**src/hw/rtl/edf_pkg.sv**
```systemverilog
// Shared types and event codes for the EDF periodic task scheduler.
// No dependencies; every other file in hw/rtl imports this package.
`timescale 1ns / 1ps

package edf_pkg;

	// Event codes carried in event_res
	localparam logic [2:0] EV_START   = 3'd0;
	localparam logic [2:0] EV_RESUME  = 3'd1;
	localparam logic [2:0] EV_FINISH  = 3'd2;
	localparam logic [2:0] EV_MISSED  = 3'd3;
	localparam logic [2:0] EV_PREEMPT = 3'd4;
	localparam logic [2:0] EV_IDLE    = 3'd5;
	localparam logic [2:0] EV_DONE    = 3'd6;

	// Command codes carried in func
	localparam logic FUNC_LOAD = 1'b0;
	localparam logic FUNC_TICK = 1'b1;

	localparam logic [31:0] CNT_MAX = 32'hFFFF_FFFF;

	typedef struct packed {
		logic        func;
		logic [2:0]  slot;
		logic [7:0]  task_id;
		logic [15:0] exec_time;
		logic [15:0] period;
		logic [15:0] job_count;
	} in_item_t;

	typedef struct packed {
		logic [2:0]  event_res;
		logic [7:0]  event_task;
		logic [7:0]  preemptor_task;
		logic [31:0] event_time;
		logic [31:0] completed_total;
		logic [31:0] missed_total;
		logic        last;
	} res_t;

	// Control from the sequencer to the event output stage
	typedef struct packed {
		logic push;
		logic flush;
	} evt_ctl_t;

	// Result of the shared deadline compare unit
	typedef struct packed {
		logic [31:0] gap;
		logic        take;
		logic        at_now;
	} cmp_res_t;

endpackage

```
**src/hw/rtl/edf_cmp_unit.sv**
```systemverilog
// Shared deadline compare unit: distance from now, earliest test, due test.
// Depends on edf_pkg.
`timescale 1ns / 1ps

module edf_cmp_unit (
	input  logic              cand,
	input  logic              best_found,
	input  logic [31:0]       deadline,
	input  logic [31:0]       now_time,
	input  logic [31:0]       best_dist,
	output edf_pkg::cmp_res_t res
);
	import edf_pkg::*;

	logic [31:0] gap;

	// Measure the deadline as a distance from now so wrap compares right
	assign gap        = deadline - now_time;
	assign res.gap    = gap;
	assign res.take   = cand && (!best_found || (gap < best_dist));
	assign res.at_now = (gap == 32'd0);

endmodule

```
**src/hw/rtl/edf_evt_out.sv**
```systemverilog
// Event output stage: holds one pending beat so the final beat of a tick
// can be marked last. Depends on edf_pkg.
`timescale 1ns / 1ps

module edf_evt_out (
	input  logic              clk,
	input  logic              arst_n,
	input  edf_pkg::evt_ctl_t ctl,
	input  edf_pkg::res_t     evt,
	output edf_pkg::res_t     result,
	output logic              result_valid
);
	import edf_pkg::*;

	res_t pend_q;
	logic pend_v_q;
	res_t out_q;
	logic out_v_q;
	res_t mid_beat;
	res_t fin_beat;

	// Control: pending flag and strobe
	always_ff @(posedge clk or negedge arst_n) begin
		if (!arst_n) begin
			pend_v_q <= 1'b0;
			out_v_q  <= 1'b0;
		end else if (ctl.push) begin
			out_v_q  <= pend_v_q;
			pend_v_q <= 1'b1;
		end else if (ctl.flush) begin
			out_v_q  <= pend_v_q;
			pend_v_q <= 1'b0;
		end else begin
			out_v_q  <= 1'b0;
		end
	end

	// Mark the pending beat as inner or final
	always_comb begin
		mid_beat      = pend_q;
		mid_beat.last = 1'b0;
		fin_beat      = pend_q;
		fin_beat.last = 1'b1;
	end

	// Payload: shift pending beat out, mark last on flush
	always_ff @(posedge clk) begin
		if (ctl.push) begin
			out_q  <= mid_beat;
			pend_q <= evt;
		end else if (ctl.flush) begin
			out_q  <= fin_beat;
		end
	end

	assign result       = out_q;
	assign result_valid = out_v_q;

endmodule

```
**src/hw/rtl/edf_periodic_task_scheduler_core.sv**
```systemverilog
// EDF periodic task scheduler core: slot registers, sequencer, compare unit.
// Depends on edf_pkg, edf_cmp_unit and edf_evt_out. A tick holds busy through scan,
// decide, run, release pass, rescan, preempt check and wrap-up through one compare unit;
// on idle the run step is skipped, and if none are live decide goes straight to wrap-up.
// Beats leave at most one per cycle; the last sits on the ports the first cycle busy is low.
// The receiver cannot stall. Reset empties all slots and clears time and totals.
`timescale 1ns / 1ps

module edf_periodic_task_scheduler_core #(
	parameter int NUM_TASKS = 8
) (
	input  logic              clk,
	input  logic              arst_n,
	input  logic              start,
	output logic              busy,
	input  edf_pkg::in_item_t item,
	output edf_pkg::res_t     result,
	output logic              result_valid
);
	import edf_pkg::*;

	localparam int IW = (NUM_TASKS > 1) ? $clog2(NUM_TASKS) : 1;
	localparam logic [IW-1:0] LAST_IDX = IW'(NUM_TASKS - 1);

	localparam logic [2:0] ST_IDLE   = 3'd0;
	localparam logic [2:0] ST_SCAN1  = 3'd1;
	localparam logic [2:0] ST_DECIDE = 3'd2;
	localparam logic [2:0] ST_RUN    = 3'd3;
	localparam logic [2:0] ST_REL    = 3'd4;
	localparam logic [2:0] ST_SCAN2  = 3'd5;
	localparam logic [2:0] ST_PRE    = 3'd6;
	localparam logic [2:0] ST_FIN    = 3'd7;

	logic [2:0]    state_q;
	logic          valid_q  [NUM_TASKS];
	logic          ready_q  [NUM_TASKS];
	logic [7:0]    id_q     [NUM_TASKS];
	logic [15:0]   exec_q   [NUM_TASKS];
	logic [15:0]   period_q [NUM_TASKS];
	logic [15:0]   jobs_q   [NUM_TASKS];
	logic [15:0]   rem_q    [NUM_TASKS];
	logic [31:0]   dl_q     [NUM_TASKS];
	logic [31:0]   now_q, done_q, miss_q;
	logic [IW-1:0] run_slot_q, idx_q, best_q;
	logic          run_v_q, found_q, live_q;
	logic [31:0]   best_dist_q;
	logic [7:0]    best_id_q;

	logic          accept, do_load;
	logic [IW-1:0] ld_idx, rd_idx;
	logic          r_valid, r_ready;
	logic [7:0]    r_id;
	logic [15:0]   r_exec, r_period, r_jobs, r_rem, rem_new, jobs_rel;
	logic [31:0]   r_dl, done_inc, miss_inc, now_inc;
	logic          fin_hit, rel_hit, rel_miss, same_run;
	cmp_res_t      cmp;
	evt_ctl_t      ctl;
	res_t          evt;

	assign busy    = (state_q != ST_IDLE);
	assign accept  = start && !busy;
	assign do_load = accept && (item.func == FUNC_LOAD) && (32'(item.slot) < NUM_TASKS);
	assign ld_idx  = IW'(item.slot);

	// Select the single slot read address for this step
	always_comb begin
		if (state_q inside {ST_SCAN1, ST_SCAN2, ST_REL}) begin
			rd_idx = idx_q;
		end else if (state_q == ST_PRE) begin
			rd_idx = run_slot_q;
		end else begin
			rd_idx = best_q;
		end
	end

	assign r_valid  = valid_q[rd_idx];
	assign r_ready  = ready_q[rd_idx];
	assign r_id     = id_q[rd_idx];
	assign r_exec   = exec_q[rd_idx];
	assign r_period = period_q[rd_idx];
	assign r_jobs   = jobs_q[rd_idx];
	assign r_rem    = rem_q[rd_idx];
	assign r_dl     = dl_q[rd_idx];

	edf_cmp_unit u_cmp (
		.cand      (r_valid && r_ready),
		.best_found(found_q),
		.deadline  (r_dl),
		.now_time  (now_q),
		.best_dist (best_dist_q),
		.res       (cmp)
	);

	assign done_inc = (done_q == CNT_MAX) ? done_q : done_q + 32'd1;
	assign miss_inc = (miss_q == CNT_MAX) ? miss_q : miss_q + 32'd1;
	assign now_inc  = now_q + 32'd1;
	assign rem_new  = (r_rem != 16'd0) ? r_rem - 16'd1 : r_rem;
	assign fin_hit  = (rem_new == 16'd0);
	assign rel_hit  = r_valid && cmp.at_now;
	assign rel_miss = rel_hit && r_ready;
	assign jobs_rel = (rel_miss && r_jobs != 16'd0) ? r_jobs - 16'd1 : r_jobs;
	assign same_run = run_v_q && (run_slot_q == best_q);

	// Build the event beat for the current step
	always_comb begin
		ctl                 = '0;
		evt                 = '0;
		evt.completed_total = done_q;
		evt.missed_total    = miss_q;
		evt.event_time      = now_q;
		case (state_q)
			ST_DECIDE: begin
				if (!live_q) begin
					ctl.push      = 1'b1;
					evt.event_res = EV_DONE;
				end else if (!found_q) begin
					ctl.push      = 1'b1;
					evt.event_res = EV_IDLE;
				end else if (!same_run) begin
					ctl.push       = 1'b1;
					evt.event_res  = (r_rem == r_exec) ? EV_START : EV_RESUME;
					evt.event_task = r_id;
				end
			end
			ST_RUN: begin
				if (fin_hit) begin
					ctl.push            = 1'b1;
					evt.event_res       = EV_FINISH;
					evt.event_task      = r_id;
					evt.event_time      = now_inc;
					evt.completed_total = done_inc;
				end
			end
			ST_REL: begin
				if (rel_miss) begin
					ctl.push       = 1'b1;
					evt.event_res  = EV_MISSED;
					evt.event_task = r_id;
				end
			end
			ST_PRE: begin
				if (run_v_q && found_q && (best_q != run_slot_q)) begin
					ctl.push           = 1'b1;
					evt.event_res      = EV_PREEMPT;
					evt.event_task     = r_id;
					evt.preemptor_task = best_id_q;
				end
			end
			ST_FIN: begin
				ctl.flush = 1'b1;
			end
			default: begin
				ctl = '0;
			end
		endcase
	end

	// Sequencer and control state
	always_ff @(posedge clk or negedge arst_n) begin
		if (!arst_n) begin
			state_q    <= ST_IDLE;
			now_q      <= '0;
			done_q     <= '0;
			miss_q     <= '0;
			run_slot_q <= '0;
			run_v_q    <= 1'b0;
			idx_q      <= '0;
			best_q     <= '0;
			found_q    <= 1'b0;
			live_q     <= 1'b0;
			for (int i = 0; i < NUM_TASKS; i++) begin
				valid_q[i] <= 1'b0;
				ready_q[i] <= 1'b0;
			end
		end else begin
			case (state_q)
				ST_IDLE: begin
					if (do_load) begin
						valid_q[ld_idx] <= (item.job_count != 16'd0);
						ready_q[ld_idx] <= (item.job_count != 16'd0);
						if (run_v_q && run_slot_q == ld_idx) begin
							run_v_q <= 1'b0;
						end
					end
					if (accept && item.func == FUNC_TICK) begin
						state_q <= ST_SCAN1;
						idx_q   <= '0;
						found_q <= 1'b0;
						live_q  <= 1'b0;
					end
				end
				ST_SCAN1, ST_SCAN2: begin
					live_q <= live_q | r_valid;
					if (cmp.take) begin
						found_q <= 1'b1;
						best_q  <= idx_q;
					end
					if (idx_q == LAST_IDX) begin
						state_q <= (state_q == ST_SCAN1) ? ST_DECIDE : ST_PRE;
					end else begin
						idx_q <= idx_q + 1'b1;
					end
				end
				ST_DECIDE: begin
					if (!live_q) begin
						run_v_q <= 1'b0;
						state_q <= ST_FIN;
					end else if (!found_q) begin
						run_v_q <= 1'b0;
						now_q   <= now_inc;
						idx_q   <= '0;
						state_q <= ST_REL;
					end else begin
						state_q <= ST_RUN;
					end
				end
				ST_RUN: begin
					now_q <= now_inc;
					if (fin_hit) begin
						done_q          <= done_inc;
						ready_q[best_q] <= 1'b0;
						if (r_jobs <= 16'd1) begin
							valid_q[best_q] <= 1'b0;
						end
						run_v_q <= 1'b0;
					end else begin
						run_v_q    <= 1'b1;
						run_slot_q <= best_q;
					end
					idx_q   <= '0;
					state_q <= ST_REL;
				end
				ST_REL: begin
					if (rel_hit) begin
						if (rel_miss) begin
							miss_q <= miss_inc;
							if (run_v_q && run_slot_q == idx_q) begin
								run_v_q <= 1'b0;
							end
						end
						if (jobs_rel == 16'd0) begin
							valid_q[idx_q] <= 1'b0;
							ready_q[idx_q] <= 1'b0;
						end else begin
							ready_q[idx_q] <= 1'b1;
						end
					end
					if (idx_q == LAST_IDX) begin
						idx_q   <= '0;
						found_q <= 1'b0;
						live_q  <= 1'b0;
						state_q <= ST_SCAN2;
					end else begin
						idx_q <= idx_q + 1'b1;
					end
				end
				ST_PRE: begin
					if (run_v_q && found_q && (best_q != run_slot_q)) begin
						run_v_q <= 1'b0;
					end
					state_q <= ST_FIN;
				end
				ST_FIN: begin
					state_q <= ST_IDLE;
				end
				default: begin
					state_q <= ST_IDLE;
				end
			endcase
		end
	end

	// Slot payload and scan payload
	always_ff @(posedge clk) begin
		if (state_q == ST_IDLE && do_load) begin
			id_q[ld_idx]     <= item.task_id;
			exec_q[ld_idx]   <= (item.exec_time == 16'd0) ? 16'd1 : item.exec_time;
			period_q[ld_idx] <= (item.period == 16'd0) ? 16'd1 : item.period;
			jobs_q[ld_idx]   <= item.job_count;
			rem_q[ld_idx]    <= (item.exec_time == 16'd0) ? 16'd1 : item.exec_time;
			dl_q[ld_idx]     <= now_q + ((item.period == 16'd0) ? 32'd1 : 32'(item.period));
		end
		if ((state_q == ST_SCAN1 || state_q == ST_SCAN2) && cmp.take) begin
			best_dist_q <= cmp.gap;
			best_id_q   <= r_id;
		end
		if (state_q == ST_RUN) begin
			rem_q[best_q] <= rem_new;
			if (fin_hit && r_jobs != 16'd0) begin
				jobs_q[best_q] <= r_jobs - 16'd1;
			end
		end
		if (state_q == ST_REL && rel_hit) begin
			jobs_q[idx_q] <= jobs_rel;
			if (jobs_rel != 16'd0) begin
				dl_q[idx_q]  <= r_dl + 32'(r_period);
				rem_q[idx_q] <= r_exec;
			end
		end
	end

	edf_evt_out u_out (
		.clk         (clk),
		.arst_n      (arst_n),
		.ctl         (ctl),
		.evt         (evt),
		.result      (result),
		.result_valid(result_valid)
	);

	// Check: beats only leave while a tick is in flight or just ended
	a_beat_in_tick: assert property (@(posedge clk) disable iff (!arst_n)
		result_valid |-> $past(busy))
		else $error("result beat outside a tick");

	// Check: the final beat of a tick is never followed at once by another
	a_last_gap: assert property (@(posedge clk) disable iff (!arst_n)
		(result_valid && result.last) |=> !result_valid)
		else $error("beat right after last beat");

	// Check: the wrap-up step always returns to idle
	a_fin_idle: assert property (@(posedge clk) disable iff (!arst_n)
		(state_q == ST_FIN) |=> (state_q == ST_IDLE))
		else $error("sequencer did not return to idle");

endmodule
```
**config.mk**
```make
export PLATFORM = sky130hd
export DESIGN_NAME = edf_periodic_task_scheduler_core
export DESIGN_NICKNAME = d
export VERILOG_FILES = /design/src/hw/rtl/edf_pkg.sv /design/src/hw/rtl/edf_cmp_unit.sv /design/src/hw/rtl/edf_evt_out.sv /design/src/hw/rtl/edf_periodic_task_scheduler_core.sv
export SDC_FILE = /design/constraint.sdc
export NUM_CORES = 2
export LEC_CHECK = 0
export ABC_AREA = 1
export BUFFER_PORTS_ARGS = -buffer_cell sky130_fd_sc_hd__clkbuf_2
export CAP_MARGIN = 20
export CORE_AREA = 2 2 381 534
export CTS_BUF_LIST = sky130_fd_sc_hd__clkbuf_8
export CTS_CLUSTER_DIAMETER = 150
export DETAILED_ROUTE_END_ITERATION = 8
export DIE_AREA = 0 0 383 536
export PLACE_DENSITY = 0.53
export SYNTH_ARGS = -nofsm -noshare
export SYNTH_HDL_FRONTEND = slang
export SYNTH_SLANG_ARGS = --single-unit
```
**constraint.sdc**
```tcl
create_clock -name clk -period 8.6 [get_ports clk]
set_input_delay 0.43 -clock clk [delete_from_list [all_inputs] [get_ports clk]]
set_output_delay 0.43 -clock clk [all_outputs]
set_load 0.005 [all_outputs]
```
==> impl_metrics.yaml <==
routing:
  drt-initial-drc-count: 2964
  route.detailed.drc: 0
  finalWirelength_mm: 175
  vias: 43700
  vias_per_cell: 4.79
  drt.antenna.violating_nets: 0
  drt-wirelength-per-cell_um: 19.2
  first_pass_iters: 6
sta:
  max_freq_ghz: 0.126
  period_share: 0.920
  finalSetupViolations: 0
  rsz0062_at_grt: "no"
  skew_ns: 0.129
  tightest_slew_ns: 1.12
  final.min_clock_period_ns: 7.91
  fin_ws_ns: 0.688
  drv_slew: 0
  fin_hold_ws_ns: 0.0921
  hold_violations: 0
  setup_tns_ns: 0
  slew_headroom: 0.245
worst_setup_path:
  cpMaxStageDelayCell: "o21ai_0"
  start_kind: "flip-flop"
  worstPathArrival_ns: 8.42
  path_class: "flip-flop to flip-flop"
  cp.required_ns: 9.11
  crit_fanout: 25
  crit_path_start: "state_q[2]"
  timing.rr.end: "rem_q[1][15]"
  cpMostUsedCell: "nand2_1"
  rrSetupSlack_ns: 0.69
  reg2reg_depth: 35
  end_kind: "flip-flop"
  r2r-start: "state_q[2]"
  slowest_delay_ns: 0.68
floorplan:
  core_area_um2: 201000
  initial_utilization: 0.298
  pin_count: 181
  die_y_um: 536
  die_w_um: 383
  dieArea_um2: 205000
  placementRows: 195
cts:
  ctsHoldBuffers: 39
  cts_tree: "yes"
  cts_max_path_buffers: 4
  clock_latency_ns: 0.95
  htreeDepth: 4
  cts_buffers: 197
  cts_resized: 0
  cts_setup_buffers: 0
  cts_root_buf: "clkbuf_8"
  cts_sinks: 1232
  clkTransAtPathRegs_ns: 0.06
yosys:
  yosys.area_share.simple: 0.204
  synth_top_family_by_area: "simple AND/OR/NAND/NOR gates"
  yosysMostFrequentCell: "nand2_1"
  synth_xor_area_frac: 0.0268
  synth_top_area_cell: "edfxtp_1"
  synth-seq-cells: 1232
  ys_warn_count: 0
  muxShareOfSynthArea: 0.000188
  syn_nets: 6230
  synth_area_um2: 59700
  ys_types: 61
  synth_area_leaders: "edfxtp_1, nand2_1, dfrtp_1"
  synth-compound-area-share: 0.0719
  synthDominantCellAreaShare: 0.554
  syn_area_per_cell_um2: 9.86
  synth_flop_cell: "edfxtp_1"
  synthAdderAreaFrac: 0.0228
  synth-seq-area-share: 0.608
  synth-edff-count: 1102
  synthCells: 6060
  async_flop_share: 0.105
  synth_common_cells: "nand2_1, edfxtp_1, inv_1"
finish:
  nets: 6458
  final_layout_size_suffix_gt1_frac: 0.104
  layout-area-overhead-vs-synth_pct: 13.7
  nFillCells: 20400
  final_util: 0.338
min_path:
  hp-class: "input pin to flip-flop"
  hold_depth: 3
  hp-start: "start"
  holdPathEnd: "state_q[0]"
global_routing:
  grt_pass1_vias: 42700
  antenna_found_initial: 7
  grt_max_degree: 151
  grt.met2_usage: 0.296
  track_usage: 0.168
  grt_util_met3: 0.0229
  met1_usage: 0.200
  busiest_layer: "met2"
  grt_pass1_wl_mm: 264
  overflow: 0
job:
  cap_viol_max_count: 0
placement:
  io_buffers: 180
  place_ws_ns: 0.797
  place_congestion: 0.919
  dp_hpwl_mm: 116
status:
  status: "finished clean"
per-stage QoR:
stage               std cells  area, µm²
finish                   9111      67900
global route             9106      67900
CTS                      9103      67900
detailed placement       8709      63800
global placement         8708      63700
floorplan                6060      59800
final cells by class:
cell class	count	area [µm²]	share of cell area
Clock inverter	139	791	0.0116
Clock buffer	216	2970	0.0438
Timing Repair Buffer	313	2190	0.0323
Multi-Input combinational cell	3842	19600	0.289
Antenna cell	8	20.0	0.000295
Tap cell	2659	3330	0.0490
Sequential cell	1232	36300	0.535
Inverter	702	2650	0.0389
how the worst max path moves through the flow:
stage / end / slack [ns] / cells after the start
after global routing: rem_q[1][11] / 0.01 / 35
after detailed placement: dl_q[5][11] / 0.80 / 36
final: rem_q[1][15] / 0.69 / 35
after floorplan: dl_q[0][0] / 0.49 / 44
after global placement: dl_q[5][13] / 0.81 / 36
after CTS: rem_q[1][15] / 0.73 / 35
state kept, by name, summed over array words and instances, names as in the netlist, 3 cells and up:
name,flops
id_q,64
miss_q,32
idx_q,3
u_out.fin_beat,115
now_q,32
best_q,3
rem_q,128
jobs_q,128
exec_q,128
done_q,32
u_out.result,116
state_q,3
best_dist_q,32
best_id_q,8
run_slot_q,3
dl_q,256
ready_q,8
period_q,128
valid_q,8
placed cells by master (no fill, tap or decap), drive strengths merged, types with 9 or more instances in the layout:
| cell | n |
|---|---|
| nor2 | 490 |
| o211ai | 18 |
| clkbuf | 395 |
| buf | 95 |
| nand3 | 435 |
| or2 | 12 |
| o21a | 9 |
| ha | 104 |
| o21ai | 372 |
| inv | 750 |
| nand4 | 94 |
| a32o | 63 |
| nand2 | 1565 |
| edfxtp | 1102 |
| xnor2 | 43 |
| nand3b | 71 |
| a21o | 9 |
| clkinv | 82 |
| a41o | 10 |
| dlygate4sd3 | 39 |
| a21oi | 177 |
| nor4 | 33 |
| xor2 | 140 |
| o22ai | 51 |
| nor3 | 106 |
| dfrtp | 129 |
cell families after synthesis:
group,after synthesis
compound gates,733
xor+xnor,183
fa+ha+maj,107
buf+inv,986
flops,1232
mux,1
simple gates,2818
layer usage:
metal / vias up / part of all wire
li1: 21000 / -
met1: 21200 / 0.40
met2: 1141 / 0.51
met3: 352 / 0.048
met4: 6 / 0.044
met5: - / 0.00019
critical path: cells and delay by family, from the launching register on:
family,cells,cell delay (ns)
compound gates,7,2.28
buf+inv,6,1.46
fa+ha+maj,2,0.66
xor+xnor,1,0.29
simple gates,19,2.24
flops,1,0.52
Power is not shown: default switching activity piles up to over one toggle a cycle in this logic, so the estimate is an artifact.
